**config.mk**
```make
export PLATFORM = sky130hd
export DESIGN_NAME = oscillator_tune_sweep_calibrator
export DESIGN_NICKNAME = d
export VERILOG_FILES = /design/src/sv/otsc_pkg.sv /design/src/sv/oscillator_tune_sweep_calibrator.sv /design/src/sv/otsc_core.sv
export SDC_FILE = /design/constraint.sdc
export NUM_CORES = 1
export LEC_CHECK = 0
export BUFFER_PORTS_ARGS = -buffer_cell sky130_fd_sc_hd__buf_2
export CAP_MARGIN = 15
export CORE_ASPECT_RATIO = 0.7
export CORE_UTILIZATION = 55
export CTS_BUF_LIST = sky130_fd_sc_hd__clkbuf_16
export DETAILED_ROUTE_END_ITERATION = 12
export PLACE_DENSITY = 0.7
export SLEW_MARGIN = 20
export SYNTH_ARGS = -nofsm -noshare
export SYNTH_HDL_FRONTEND = slang
export SYNTH_SLANG_ARGS = --single-unit
```
**constraint.sdc**
```tcl
create_clock -name clk_i -period 9.94 [get_ports clk_i]
set_clock_uncertainty 0.05 [all_clocks]
set_input_delay 0.497 -clock clk_i [delete_from_list [all_inputs] [get_ports clk_i]]
set_output_delay 0.497 -clock clk_i [all_outputs]
set_load 0.005 [all_outputs]
```
**src/sv/otsc_pkg.sv**
```systemverilog
// Types and constants shared by the tuning sweep calibrator modules.
package otsc_pkg;

  localparam int TuneStepsDef = 16;

  localparam int SettingW = 4;
  localparam int CountW   = 16;
  localparam int TickW    = 24;
  localparam int SettleW  = 20;
  localparam int CfgIdxW  = 8;
  localparam int CfgDataW = 24;

  localparam logic [CountW-1:0]  TargetRst = 16'd3125;
  localparam logic [TickW-1:0]   WindowRst = 24'd100000;
  localparam logic [SettleW-1:0] SettleRst = 20'd2000;
  localparam logic [CountW-1:0]  MaxErrRst = 16'd109;
  localparam logic [CountW-1:0]  CountMax  = 16'hFFFF;

  // Configuration register indexes.
  localparam logic [CfgIdxW-1:0] CfgTarget = 8'd0;
  localparam logic [CfgIdxW-1:0] CfgWindow = 8'd1;
  localparam logic [CfgIdxW-1:0] CfgSettle = 8'd2;
  localparam logic [CfgIdxW-1:0] CfgMaxErr = 8'd3;

  typedef enum logic [1:0] {
    PhIdle   = 2'd0,
    PhSettle = 2'd1,
    PhCount  = 2'd2
  } phase_e;

  typedef struct packed {
    logic [CountW-1:0]  target_count;
    logic [TickW-1:0]   window_ticks;
    logic [SettleW-1:0] settle_ticks;
    logic [CountW-1:0]  max_error;
  } cfg_t;

  typedef struct packed {
    logic [SettingW-1:0] tune_setting;
    logic                show_oscillator;
    logic                busy_res;
    logic                done_res;
    logic                rco_request;
    logic                passed;
    logic [CountW-1:0]   best_error;
  } result_t;

endpackage

```
**src/sv/oscillator_tune_sweep_calibrator.sv**
```systemverilog
// A word's result is written to the output buffer at the edge that accepts it.
// One word per cycle unless the buffer is full; the state advances in one pass.
// A two-word output buffer lets input be taken while a result waits downstream.
// Reset (rst_ni low, asynchronous) idles the sweep, clears the buffer and
// restores the configuration registers to their default values.
module oscillator_tune_sweep_calibrator #(
  parameter int TuneSteps = otsc_pkg::TuneStepsDef
) (
  input  logic                              clk_i,
  input  logic                              rst_ni,
  input  logic                              cfg_we_i,
  input  logic [otsc_pkg::CfgIdxW-1:0]      cfg_index_i,
  input  logic [otsc_pkg::CfgDataW-1:0]     cfg_data_i,
  input  logic                              in_valid_i,
  output logic                              in_stall_o,
  input  logic                              action_i,
  input  logic                              pin_level_i,
  output logic                              out_valid_o,
  input  logic                              out_stall_i,
  output logic [otsc_pkg::SettingW-1:0]     tune_setting_o,
  output logic                              show_oscillator_o,
  output logic                              busy_res_o,
  output logic                              done_res_o,
  output logic                              rco_request_o,
  output logic                              passed_o,
  output logic [otsc_pkg::CountW-1:0]       best_error_o
);

  // Configuration registers. Writes are only expected while the block is
  // idle, so they are taken directly with no interlock against the sweep.
  otsc_pkg::cfg_t cfg_q;

  always_ff @(posedge clk_i or negedge rst_ni) begin
    if (!rst_ni) begin
      cfg_q.target_count <= otsc_pkg::TargetRst;
      cfg_q.window_ticks <= otsc_pkg::WindowRst;
      cfg_q.settle_ticks <= otsc_pkg::SettleRst;
      cfg_q.max_error    <= otsc_pkg::MaxErrRst;
    end else if (cfg_we_i) begin
      case (cfg_index_i)
        otsc_pkg::CfgTarget: cfg_q.target_count <= cfg_data_i[otsc_pkg::CountW-1:0];
        otsc_pkg::CfgWindow: cfg_q.window_ticks <= cfg_data_i[otsc_pkg::TickW-1:0];
        otsc_pkg::CfgSettle: cfg_q.settle_ticks <= cfg_data_i[otsc_pkg::SettleW-1:0];
        otsc_pkg::CfgMaxErr: cfg_q.max_error    <= cfg_data_i[otsc_pkg::CountW-1:0];
        default: begin
          // Writes to indexes beyond the register list are dropped.
        end
      endcase
    end
  end

  // An input word is taken whenever the output buffer has a free slot. The
  // stall is driven straight from the buffer fill, so it never depends
  // combinationally on the downstream stall.
  logic push, pop;
  assign push = in_valid_i & ~in_stall_o;
  assign pop  = out_valid_o & ~out_stall_i;

  // The core updates its sweep state on each accepted word and presents the
  // result of that word combinationally, ready to be written to the buffer.
  otsc_pkg::result_t res;

  otsc_core #(
    .TuneSteps (TuneSteps)
  ) u_core (
    .clk_i       (clk_i),
    .rst_ni      (rst_ni),
    .accept_i    (push),
    .action_i    (action_i),
    .pin_level_i (pin_level_i),
    .cfg_i       (cfg_q),
    .res_o       (res)
  );

  // Two-entry result buffer. Holding two words means a full slot waiting on
  // the downstream side does not stop the next sample tick from being taken.
  otsc_pkg::result_t buf_q [2];
  logic              wr_ptr_q, rd_ptr_q;
  logic [1:0]        count_q, count_d;

  always_comb begin
    case ({push, pop})
      2'b10:   count_d = count_q + 2'd1;
      2'b01:   count_d = count_q - 2'd1;
      default: count_d = count_q;
    endcase
  end

  always_ff @(posedge clk_i or negedge rst_ni) begin
    if (!rst_ni) begin
      wr_ptr_q <= 1'b0;
      rd_ptr_q <= 1'b0;
      count_q  <= 2'd0;
    end else begin
      if (push) begin
        wr_ptr_q <= ~wr_ptr_q;
      end
      if (pop) begin
        rd_ptr_q <= ~rd_ptr_q;
      end
      count_q <= count_d;
    end
  end

  always_ff @(posedge clk_i) begin
    if (push) begin
      buf_q[wr_ptr_q] <= res;
    end
  end

  assign in_stall_o  = (count_q == 2'd2);
  assign out_valid_o = (count_q != 2'd0);

  assign tune_setting_o    = buf_q[rd_ptr_q].tune_setting;
  assign show_oscillator_o = buf_q[rd_ptr_q].show_oscillator;
  assign busy_res_o        = buf_q[rd_ptr_q].busy_res;
  assign done_res_o        = buf_q[rd_ptr_q].done_res;
  assign rco_request_o     = buf_q[rd_ptr_q].rco_request;
  assign passed_o          = buf_q[rd_ptr_q].passed;
  assign best_error_o      = buf_q[rd_ptr_q].best_error;

endmodule

```
**src/sv/otsc_core.sv**
```systemverilog
// Sweep state machine: settle and count per setting, keeping the best one.
module otsc_core #(
  parameter int TuneSteps = otsc_pkg::TuneStepsDef
) (
  input  logic             clk_i,
  input  logic             rst_ni,
  input  logic             accept_i,
  input  logic             action_i,
  input  logic             pin_level_i,
  input  otsc_pkg::cfg_t   cfg_i,
  output otsc_pkg::result_t res_o
);

  localparam logic [otsc_pkg::SettingW-1:0] LastIdx = otsc_pkg::SettingW'(TuneSteps - 1);

  otsc_pkg::phase_e                phase_q, phase_d;
  logic [otsc_pkg::SettingW-1:0]   idx_q, idx_d;
  logic [otsc_pkg::TickW-1:0]      tick_q, tick_d, tick_inc, win;
  logic [otsc_pkg::CountW-1:0]     edge_q, edge_d, edge_new, diff;
  logic                            prev_q, prev_d;
  logic [otsc_pkg::CountW-1:0]     best_q, best_d;
  logic [otsc_pkg::SettingW-1:0]   bset_q, bset_d;
  logic                            pass_q, pass_d;
  logic                            done, busy;

  always_comb begin
    phase_d  = phase_q;
    idx_d    = idx_q;
    tick_d   = tick_q;
    edge_d   = edge_q;
    prev_d   = prev_q;
    best_d   = best_q;
    bset_d   = bset_q;
    pass_d   = pass_q;
    done     = 1'b0;
    tick_inc = tick_q + 1'b1;
    win      = (cfg_i.window_ticks == '0) ? otsc_pkg::TickW'(1) : cfg_i.window_ticks;
    edge_new = edge_q;
    if ((tick_q != '0) && pin_level_i && !prev_q && (edge_q != otsc_pkg::CountMax)) begin
      edge_new = edge_q + 1'b1;
    end
    diff = (cfg_i.target_count >= edge_new) ? cfg_i.target_count - edge_new
                                            : edge_new - cfg_i.target_count;
    if (action_i) begin
      phase_d = otsc_pkg::PhSettle;
      idx_d   = '0;
      tick_d  = '0;
      edge_d  = '0;
      best_d  = otsc_pkg::CountMax;
      bset_d  = '0;
      pass_d  = 1'b0;
    end else begin
      case (phase_q)
        otsc_pkg::PhSettle: begin
          if (tick_inc >= {4'b0, cfg_i.settle_ticks}) begin
            phase_d = otsc_pkg::PhCount;
            tick_d  = '0;
            edge_d  = '0;
          end else begin
            tick_d = tick_inc;
          end
        end
        otsc_pkg::PhCount: begin
          prev_d = pin_level_i;
          edge_d = edge_new;
          tick_d = tick_inc;
          if (tick_inc >= win) begin
            if (diff < best_q) begin
              best_d = diff;
              bset_d = idx_q;
            end
            tick_d = '0;
            edge_d = '0;
            if (idx_q >= LastIdx) begin
              phase_d = otsc_pkg::PhIdle;
              pass_d  = (best_d <= cfg_i.max_error);
              done    = 1'b1;
            end else begin
              idx_d   = idx_q + 1'b1;
              phase_d = otsc_pkg::PhSettle;
            end
          end
        end
        default: begin
          phase_d = otsc_pkg::PhIdle;
        end
      endcase
    end

    busy = (phase_d == otsc_pkg::PhSettle) || (phase_d == otsc_pkg::PhCount);
    res_o.tune_setting    = busy ? idx_d : bset_d;
    res_o.show_oscillator = busy;
    res_o.busy_res        = busy;
    res_o.done_res        = done;
    res_o.rco_request     = done;
    res_o.passed          = pass_d;
    res_o.best_error      = best_d;
  end

  always_ff @(posedge clk_i or negedge rst_ni) begin
    if (!rst_ni) begin
      phase_q <= otsc_pkg::PhIdle;
      idx_q   <= '0;
      tick_q  <= '0;
      edge_q  <= '0;
      prev_q  <= 1'b0;
      best_q  <= otsc_pkg::CountMax;
      bset_q  <= '0;
      pass_q  <= 1'b0;
    end else if (accept_i) begin
      phase_q <= phase_d;
      idx_q   <= idx_d;
      tick_q  <= tick_d;
      edge_q  <= edge_d;
      prev_q  <= prev_d;
      best_q  <= best_d;
      bset_q  <= bset_d;
      pass_q  <= pass_d;
    end
  end

endmodule

```
==> results of run 1 <==
==> how the worst max path moves through the flow <==
stage,slack [ns],cells after the start,end
2_1_floorplan,1.89,41,buf_q[0][16]
3_3_place_gp,1.01,39,buf_q[0][16]
3_5_place_dp,0.79,41,buf_q[1][16]
4_1_cts,0.63,41,buf_q[0][16]
5_1_grt,0.07,41,buf_q[0][16]
6_report,0.67,41,buf_q[0][16]
==> per-stage QoR <==
stage / power (mW) / setup WS (ns) / cells
after floorplan: 1.40 / 1.89 / 1339
after global placement: 1.59 / 1.01 / 1661
after detailed placement: 1.60 / 0.791 / 1661
after CTS: 2.28 / 0.630 / 1693
after global routing: 2.40 / 0.0713 / 1693
final: 2.27 / 0.669 / 1693
==> power groups by stage <==
stage / Sequential [mW] / Clock [mW] / Combinational [mW]
2_1_floorplan: 0.930 / 0 / 0.468
3_3_place_gp: 0.955 / 0 / 0.631
3_5_place_dp: 0.958 / 0 / 0.640
4_1_cts: 0.944 / 0.690 / 0.646
5_1_grt: 0.952 / 0.723 / 0.720
6_report: 0.944 / 0.678 / 0.652
==> synth_stat cells, types with 15 or more instances <==
cell type / count / area, um2
nand2_1: 142 / 533
ha_1: 113 / 1410
o31ai_1: 20 / 150
nand4_1: 21 / 131
inv_1: 132 / 495
o21ai_0: 120 / 601
edfxtp_1: 46 / 1380
dfstp_2: 39 / 1020
xnor2_1: 31 / 272
and3_1: 15 / 93.8
clkbuf_1: 50 / 188
xor2_1: 22 / 193
nand3_1: 23 / 115
mux2_2: 68 / 766
a21o_1: 25 / 188
nor4_1: 15 / 93.8
dfrtp_1: 109 / 2730
nor2_1: 80 / 300
a21oi_1: 80 / 400
nor2b_1: 16 / 100
==> metal layers <==
metal	up-vias	global-route usage [%]	wire length, um
li1	4755	-	-
met1	4863	43.3	16000
met2	339	39.7	12900
met3	25	5.72	2400
met4	0	6.57	267
met5	-	0	0
==> logic make-up after synthesis <==
kind of cell | share of synthesized area [%]
adder cells (fa/ha/maj) | 11.6
multiplexers | 7.23
AND/OR/NAND/NOR | 14.4
flip-flops | 40.9
buffers and inverters | 5.88
AO/OA/AOI/OAI | 16.1
XOR/XNOR | 3.83
==> flip-flops by register name, indices dropped and copies added (netlist names) <==
| register | count |
|---|---|
| buf_q | 46 |
| cfg_q | 76 |
| count_q | 2 |
| rd_ptr_q | 1 |
| u_core.best_q | 16 |
| u_core.bset_q | 4 |
| u_core.edge_q | 16 |
| u_core.idx_q | 4 |
| u_core.pass_q | 1 |
| u_core.phase_q | 2 |
| u_core.prev_q | 1 |
| u_core.tick_q | 24 |
| wr_ptr_q | 1 |
==> worst register-to-register path, delay by kind of cell (launching register included) <==
kind / cells / cell delay, ns
AOI/OAI and AO/OA: 19 / 4.00
xor gates and xnor gates: 2 / 0.59
adders and majority gates: 4 / 1.17
buffers and inverters: 4 / 0.57
DFF: 1 / 0.49
muxes: 1 / 0.25
and+or+nand+nor: 11 / 1.99
==> final cells by class <==
cell class,instances,area [um2],area share [%]
multi-input cells,953,6700,48.9
clock inverters,13,97.6,0.713
clock buffers,19,475,3.47
inverters,133,499,3.64
well taps,305,382,2.79
flip-flops and latches,194,5130,37.5
repair buffers,76,414,3.02
==> what timing repair did <==
| item | CTS | global route |
|---|---|---|
| endpoints found under the hold margin | 0 | 0 |
| gates resized for setup | 0 | 1 |
| setup endpoints to repair | 0 | 3 |
| setup buffers | 0 | 0 |
==> results_dict.tcl, run 1 <==
set metrics [dict create \
    fin_crit_sh_pct 93.3 \
    core_um2 22000 \
    rsz0062_at_grt "false" \
    regToRegEndpoint "buf_q[0][16]" \
    cts.sinks 194 \
    syn_area_um2 12500 \
    required_ns 10.16 \
    utilization_pct 62.2 \
    final-hold-violation-count 0 \
    synth_nets 1493 \
    drv_slew 0 \
    layout_common_cells "nand2_1 (142), inv_1 (137), o21ai_0 (119)" \
    rrSetupSlack_ns 0.67 \
    io_buffers 65 \
    drc_errors 0 \
    critPathLaunchType "flip-flop" \
    synthFlopType "dfrtp_1" \
    crit_path_top_delay_cell "and3_1" \
    ctsRootBufferMaster "clkbuf_16" \
    ctsHoldBuffers 0 \
    path_max_fanout 29 \
    drt-initial-drc-count 889 \
    synth_edf_count 46 \
    period_needed_ns 9.27 \
    rows 45 \
    cts_htree_levels 4 \
    grt_max_degree 102 \
    cp_num_buf_inv 4 \
    overflow 0 \
    setup_violations 0 \
    pwr-share-seq_pct 41.5 \
    cap_violations 0 \
    grt_pass1_vias 9055 \
    die-area_um2 23400 \
    synthArstFlopShare_pct 76.3 \
    ys_seq_area_share_pct 40.9 \
    start_util_pct 57.0 \
    critPathKind "flip-flop to flip-flop" \
    switching_power_mw 0.771 \
    worst_slew_pin_slew_ns 1.04 \
    vias 9982 \
    peakVddDrop_v 0.000129 \
    holdCritPathClass "primary input to async pin" \
    cp_top_family "compound AO/OA/AOI/OAI gates" \
    tns_ns 0 \
    whs_ns 0.0968 \
    startpoint "u_core.tick_q[0]" \
    drtPass1Iterations 5 \
    power_frac_comb_pct 28.7 \
    intPower_mw 1.50 \
    dpl_cell_area_um2 13100 \
    numCtsBuffers 17 \
    reg2reg_depth 41 \
    syn2layout_area_growth_pct 9.19 \
    yosys_register_bits 194 \
    dp_hpwl_um 23300 \
    grt_use_total_pct 27.9 \
    clk_pin_slew_ns 0.07 \
    antenna_cells 0 \
    nFillCells 1847 \
    cts_tree "yes" \
    cellPowerDensity_nw_per_um2 166 \
    vias_per_cell 5.90 \
    clk_latency_ns 0.45 \
    power.leakage_nw 6.19 \
    chipHeight_um 128 \
    grt_pass1_wl_um 49900 \
    drt_wl_total_um 31600 \
    cp_common_cell "a21oi_1" \
    synth_warnings 0 \
    antenna_found_initial 0 \
    avgSynthCellArea_um2 9.37 \
    num-nets-final 1529 \
    cp.arrival_ns 9.49 \
    rr_startpoint "u_core.tick_q[0]" \
    gp_congestion 0.937 \
    synthCells 1339 \
    ys_types 68 \
    drive_gt1_share_pct 16.8 \
    io_pins 66 \
    clkPwrFrac_pct 29.8 \
    routedWlPerCell_um 18.7 \
    clockBufferDepth 2 \
    swShare_pct 33.9 \
    outcome "finished, final reports clean" \
    crit_path_max_incr_delay_ns 0.56 \
    final_area_um2 13700 \
    maxSlewHeadroom_pct 30.4 \
    fp.dieW_um 183 \
    maxClockFrequency_mhz 108 \
    crit_path_end_kind "flip-flop" \
    layout_commonest_cell "nand2_1" \
    drtAntennaViolNets 0 \
]
Power figures use the tool's default switching activity.
==> run 2: changes to the inputs <==
--- a/config.mk
+++ b/config.mk
@@ -8,10 +8,10 @@
 export BUFFER_PORTS_ARGS = -buffer_cell sky130_fd_sc_hd__buf_2
 export CAP_MARGIN = 15
 export CORE_ASPECT_RATIO = 0.7
-export CORE_UTILIZATION = 55
+export CORE_UTILIZATION = 62
 export CTS_BUF_LIST = sky130_fd_sc_hd__clkbuf_16
 export DETAILED_ROUTE_END_ITERATION = 12
-export PLACE_DENSITY = 0.7
+export PLACE_DENSITY = 0.78
 export SLEW_MARGIN = 20
 export SYNTH_ARGS = -nofsm -noshare
 export SYNTH_HDL_FRONTEND = slang
==> results_dict.tcl, run 2 (synthesized netlist as in run 1, its figures left out) <==
set metrics [dict create \
    path_max_fanout 29 \
    required_ns 10.15 \
    crit_path_end_kind "flip-flop" \
    rrSetupSlack_ns 0.93 \
    fin_crit_sh_pct 90.7 \
    drt-initial-drc-count 1028 \
    utilization_pct 69.0 \
    clk_pin_slew_ns 0.07 \
    crit_path_max_incr_delay_ns 0.48 \
    grt_use_total_pct 32.1 \
    cp.arrival_ns 9.23 \
    grt_pass1_wl_um 50300 \
    cap_violations 0 \
    antenna_cells 0 \
    clockBufferDepth 2 \
    cp_top_family "compound AO/OA/AOI/OAI gates" \
    drtAntennaViolNets 0 \
    grt_pass1_vias 9354 \
    largest_register "cfg_q" \
    holdCritPathClass "primary input to async pin" \
    drc_errors 0 \
    routedWlPerCell_um 19.2 \
    start_util_pct 63.4 \
    peakVddDrop_v 0.000112 \
    io_pins 66 \
    vias 10127 \
    worst_slew_pin_slew_ns 1.02 \
    largest_reg_flops 76 \
    chipHeight_um 121 \
    rsz0062_at_grt "false" \
    layout_commonest_cell "nand2_1" \
    cellPowerDensity_nw_per_um2 167 \
    drtPass1Iterations 5 \
    setup_violations 0 \
    drv_slew 0 \
    cp_common_cell "a21oi_1" \
    final-hold-violation-count 0 \
    overflow 0 \
    critPathKind "flip-flop to flip-flop" \
    whs_ns 0.0170 \
    cp_num_buf_inv 3 \
    layout_common_cells "nand2_1 (142), inv_1 (134), o21ai_0 (119)" \
    gp_congestion 0.955 \
    io_buffers 65 \
    drive_gt1_share_pct 17.0 \
    drt_wl_total_um 31800 \
    outcome "finished, final reports clean" \
    final_area_um2 13700 \
    core_um2 19800 \
    antenna_found_initial 1 \
    cts_htree_levels 4 \
    tns_ns 0 \
    critPathLaunchType "flip-flop" \
    crit_path_top_delay_cell "dfrtp_1" \
    reg_top3 "cfg_q x76, buf_q x46, u_core.tick_q x24" \
    maxClockFrequency_mhz 111 \
    cts.sinks 194 \
    maxSlewHeadroom_pct 32.1 \
    rows 43 \
    die-area_um2 20800 \
    dpl_cell_area_um2 13100 \
    grt_max_degree 76 \
    syn2layout_area_growth_pct 8.95 \
    period_needed_ns 9.01 \
    cts_tree "yes" \
    vias_per_cell 6.11 \
    fp.dieW_um 172 \
    ctsRootBufferMaster "clkbuf_16" \
    dp_hpwl_um 23700 \
    numCtsBuffers 17 \
    clk_latency_ns 0.45 \
    num-nets-final 1528 \
    power.leakage_nw 6.17 \
]
## run 2: repair_timing
item                       in CTS  in global routing
setup buffers                   0                  0
hold endpoints to repair        0                  0
hold buffers                    0                  0
setup endpoints to repair       0                  3
resized for setup               0                  3
## run 2: power by group
part	total (mW)	leakage [nW]	switching, mW	internal [mW]
clock network	0.677	0.269	0.309	0.368
logic	0.659	3.78	0.415	0.244
registers	0.946	2.12	0.0567	0.889
## run 2: area by class of cell
cell class	instances	area, um2
Inverter	133	499
Tap cell	270	338
Multi-Input combinational cell	953	6720
Clock inverter	15	144
Fill cell	1581	6130
Clock buffer	17	425
Timing Repair Buffer	75	410
Sequential cell	194	5130
## run 2: metrics by stage
step	cells	power (mW)	setup slack, ns
after floorplan	1339	1.40	1.89
after global placement	1624	1.58	1.02
after detailed placement	1624	1.60	0.740
after CTS	1656	2.28	0.605
final	1657	2.28	0.928
after global routing	1657	2.39	0.0777
## run 2: final timing paths
check                            startpoint            to  depth (start not counted)
max                        u_core.tick_q[0]  buf_q[1][16]                         40
min                                  rst_ni    count_q[0]                          1
max reg2reg                u_core.tick_q[0]  buf_q[1][16]                         40
min reg2reg                      count_q[1]    count_q[1]                          1
max in group asynchronous            rst_ni     cfg_q[63]                          2
min in group clk_i           cfg_data_i[21]     cfg_q[57]                          3
## run 2: metal layers
layer | GRT usage [%] | share of wire (%) | wire length (um) | vias to the layer above
met5 | 0 | 0.028 | 9 | -
met4 | 8.74 | 1.4 | 437 | 2
met3 | 7.63 | 8.9 | 2840 | 40
met2 | 45.6 | 42 | 13400 | 413
met1 | 48.3 | 48 | 15200 | 4899
li1 | - | - | - | 4773
==> run 3: changes to the inputs <==
--- a/config.mk
+++ b/config.mk
@@ -11,7 +11,7 @@
 export CORE_UTILIZATION = 62
 export CTS_BUF_LIST = sky130_fd_sc_hd__clkbuf_16
 export DETAILED_ROUTE_END_ITERATION = 12
-export PLACE_DENSITY = 0.78
+export PLACE_DENSITY_LB_ADDON = 0.15
 export SLEW_MARGIN = 20
 export SYNTH_ARGS = -nofsm -noshare
 export SYNTH_HDL_FRONTEND = slang
==> results_dict.tcl, run 3 (synthesized netlist as in run 1, its figures left out) <==
set metrics [dict create \
    rsz0062_at_grt "false" \
    drv_slew 0 \
    tns_ns 0 \
    vias 9864 \
    grt_max_degree 76 \
    io_buffers 65 \
    startpoint "u_core.tick_q[0]" \
    fp.dieW_um 172 \
    gp_congestion 0.955 \
    ctsHoldBuffers 0 \
    pwr-share-seq_pct 41.3 \
    cp.arrival_ns 9.27 \
    crit_path_max_incr_delay_ns 0.47 \
    maxSlewHeadroom_pct 26.6 \
    dp_hpwl_um 23500 \
    rows 43 \
    rrSetupSlack_ns 0.90 \
    worst_slew_pin_slew_ns 1.10 \
    vias_per_cell 5.94 \
    num-nets-final 1531 \
    critPathLaunchType "flip-flop" \
    outcome "finished, final reports clean" \
    drc_errors 0 \
    cp_top_family "compound AO/OA/AOI/OAI gates" \
    clk_pin_slew_ns 0.08 \
    cp_num_cells 39 \
    clk_latency_ns 0.45 \
    chipHeight_um 121 \
    routedWlPerCell_um 18.8 \
    final_area_um2 13700 \
    intPower_mw 1.50 \
    reg_top3 "cfg_q x76, buf_q x46, u_core.tick_q x24" \
    cp_common_cell "o21ai_0" \
    grt_pass1_vias 9173 \
    syn2layout_area_growth_pct 9.04 \
    grt_use_total_pct 31.8 \
    drt-initial-drc-count 876 \
    largest_register "cfg_q" \
    layout_common_cells "nand2_1 (142), inv_1 (132), o21ai_0 (119)" \
    largest_reg_flops 76 \
    setup_violations 0 \
    switching_power_mw 0.781 \
    drtAntennaViolNets 0 \
    die-area_um2 20800 \
    start_util_pct 63.4 \
    cts_setup_buffers 0 \
    layout_commonest_cell "nand2_1" \
    ctsRootBufferMaster "clkbuf_16" \
    period_needed_ns 9.04 \
    rr_startpoint "u_core.tick_q[0]" \
    power_mw 2.28 \
    cap_violations 0 \
    antenna_cells 0 \
    drt_wl_total_um 31300 \
    cts.sinks 194 \
    maxClockFrequency_mhz 111 \
    antenna_found_initial 0 \
    cp_num_buf_inv 2 \
    nFillCells 1601 \
    cts_htree_levels 4 \
    power_frac_comb_pct 28.8 \
    grt_pass1_wl_um 50000 \
    holdCritPathClass "primary input to async pin" \
    cts_tree "yes" \
    drive_gt1_share_pct 17.1 \
    fin_crit_sh_pct 91.0 \
    io_pins 66 \
    overflow 0 \
    reg2reg_depth 39 \
    dpl_cell_area_um2 13100 \
    crit_path_top_delay_cell "dfrtp_1" \
    crit_end "buf_q[0][16]" \
    regToRegEndpoint "buf_q[0][16]" \
    critPathKind "flip-flop to flip-flop" \
    required_ns 10.17 \
    crit_path_end_kind "flip-flop" \
    cellPowerDensity_nw_per_um2 167 \
    swShare_pct 34.2 \
    clockBufferDepth 2 \
    drtPass1Iterations 5 \
    path_max_fanout 11 \
    peakVddDrop_v 0.000130 \
    clkPwrFrac_pct 29.8 \
    final-hold-violation-count 0 \
    power.leakage_nw 6.18 \
    core_um2 19800 \
    numCtsBuffers 17 \
]
==> run 3: worst min path at each step <==
stage | startpoint | to | slack [ns]
2_1_floorplan | rst_ni | cfg_q[10] | 0.15
3_3_place_gp | u_core.bset_q[0] | u_core.bset_q[0] | 0.41
3_5_place_dp | u_core.bset_q[0] | u_core.bset_q[0] | 0.43
4_1_cts | rst_ni | u_core.idx_q[1] | 0.04
5_1_grt | rst_ni | u_core.idx_q[1] | 0.07
6_report | rst_ni | u_core.idx_q[1] | 0.02
==> run 3: layer usage <==
layer | track usage, % | routed length [um]
met1 | 48.3 | 15100
met2 | 44.4 | 13100
met3 | 9.78 | 2790
met4 | 6.31 | 276
met5 | 0 | 0
==> run 3: final cells by class <==
class	count	area (um2)	area share (%)
Clock buffer	17	425	3.11
Clock inverter	15	141	1.03
Sequential cell	194	5130	37.5
Timing Repair Buffer	78	429	3.14
Inverter	133	499	3.65
Multi-Input combinational cell	953	6710	49.1
Tap cell	270	338	2.47
==> run 3: stage by stage <==
| step | hold slack (ns) | utilization, % | worst slack, ns | instances |
|---|---|---|---|---|
| after floorplan | 0.151 | - | 1.89 | 1339 |
| after global placement | 0.412 | 66.1 | 0.837 | 1628 |
| after detailed placement | 0.427 | 66.1 | 0.655 | 1628 |
| after CTS | 0.0448 | 69.0 | 0.600 | 1660 |
| after global routing | 0.0734 | 69.1 | 0.0107 | 1660 |
| final | 0.0226 | 69.1 | 0.896 | 1660 |
==> run 3: timing repair <==
item	in CTS	in global routing
hold endpoints to repair	0	0
endpoints found under the setup margin	0	3
gates resized for setup	0	3
==> run 3: power groups by stage <==
| stage | combinational [mW] | clock, mW | sequential, mW |
|---|---|---|---|
| 2_1_floorplan | 0.468 | 0 | 0.930 |
| 3_3_place_gp | 0.637 | 0 | 0.956 |
| 3_5_place_dp | 0.645 | 0 | 0.959 |
| 4_1_cts | 0.651 | 0.691 | 0.944 |
| 5_1_grt | 0.735 | 0.719 | 0.954 |
| 6_report | 0.659 | 0.682 | 0.944 |
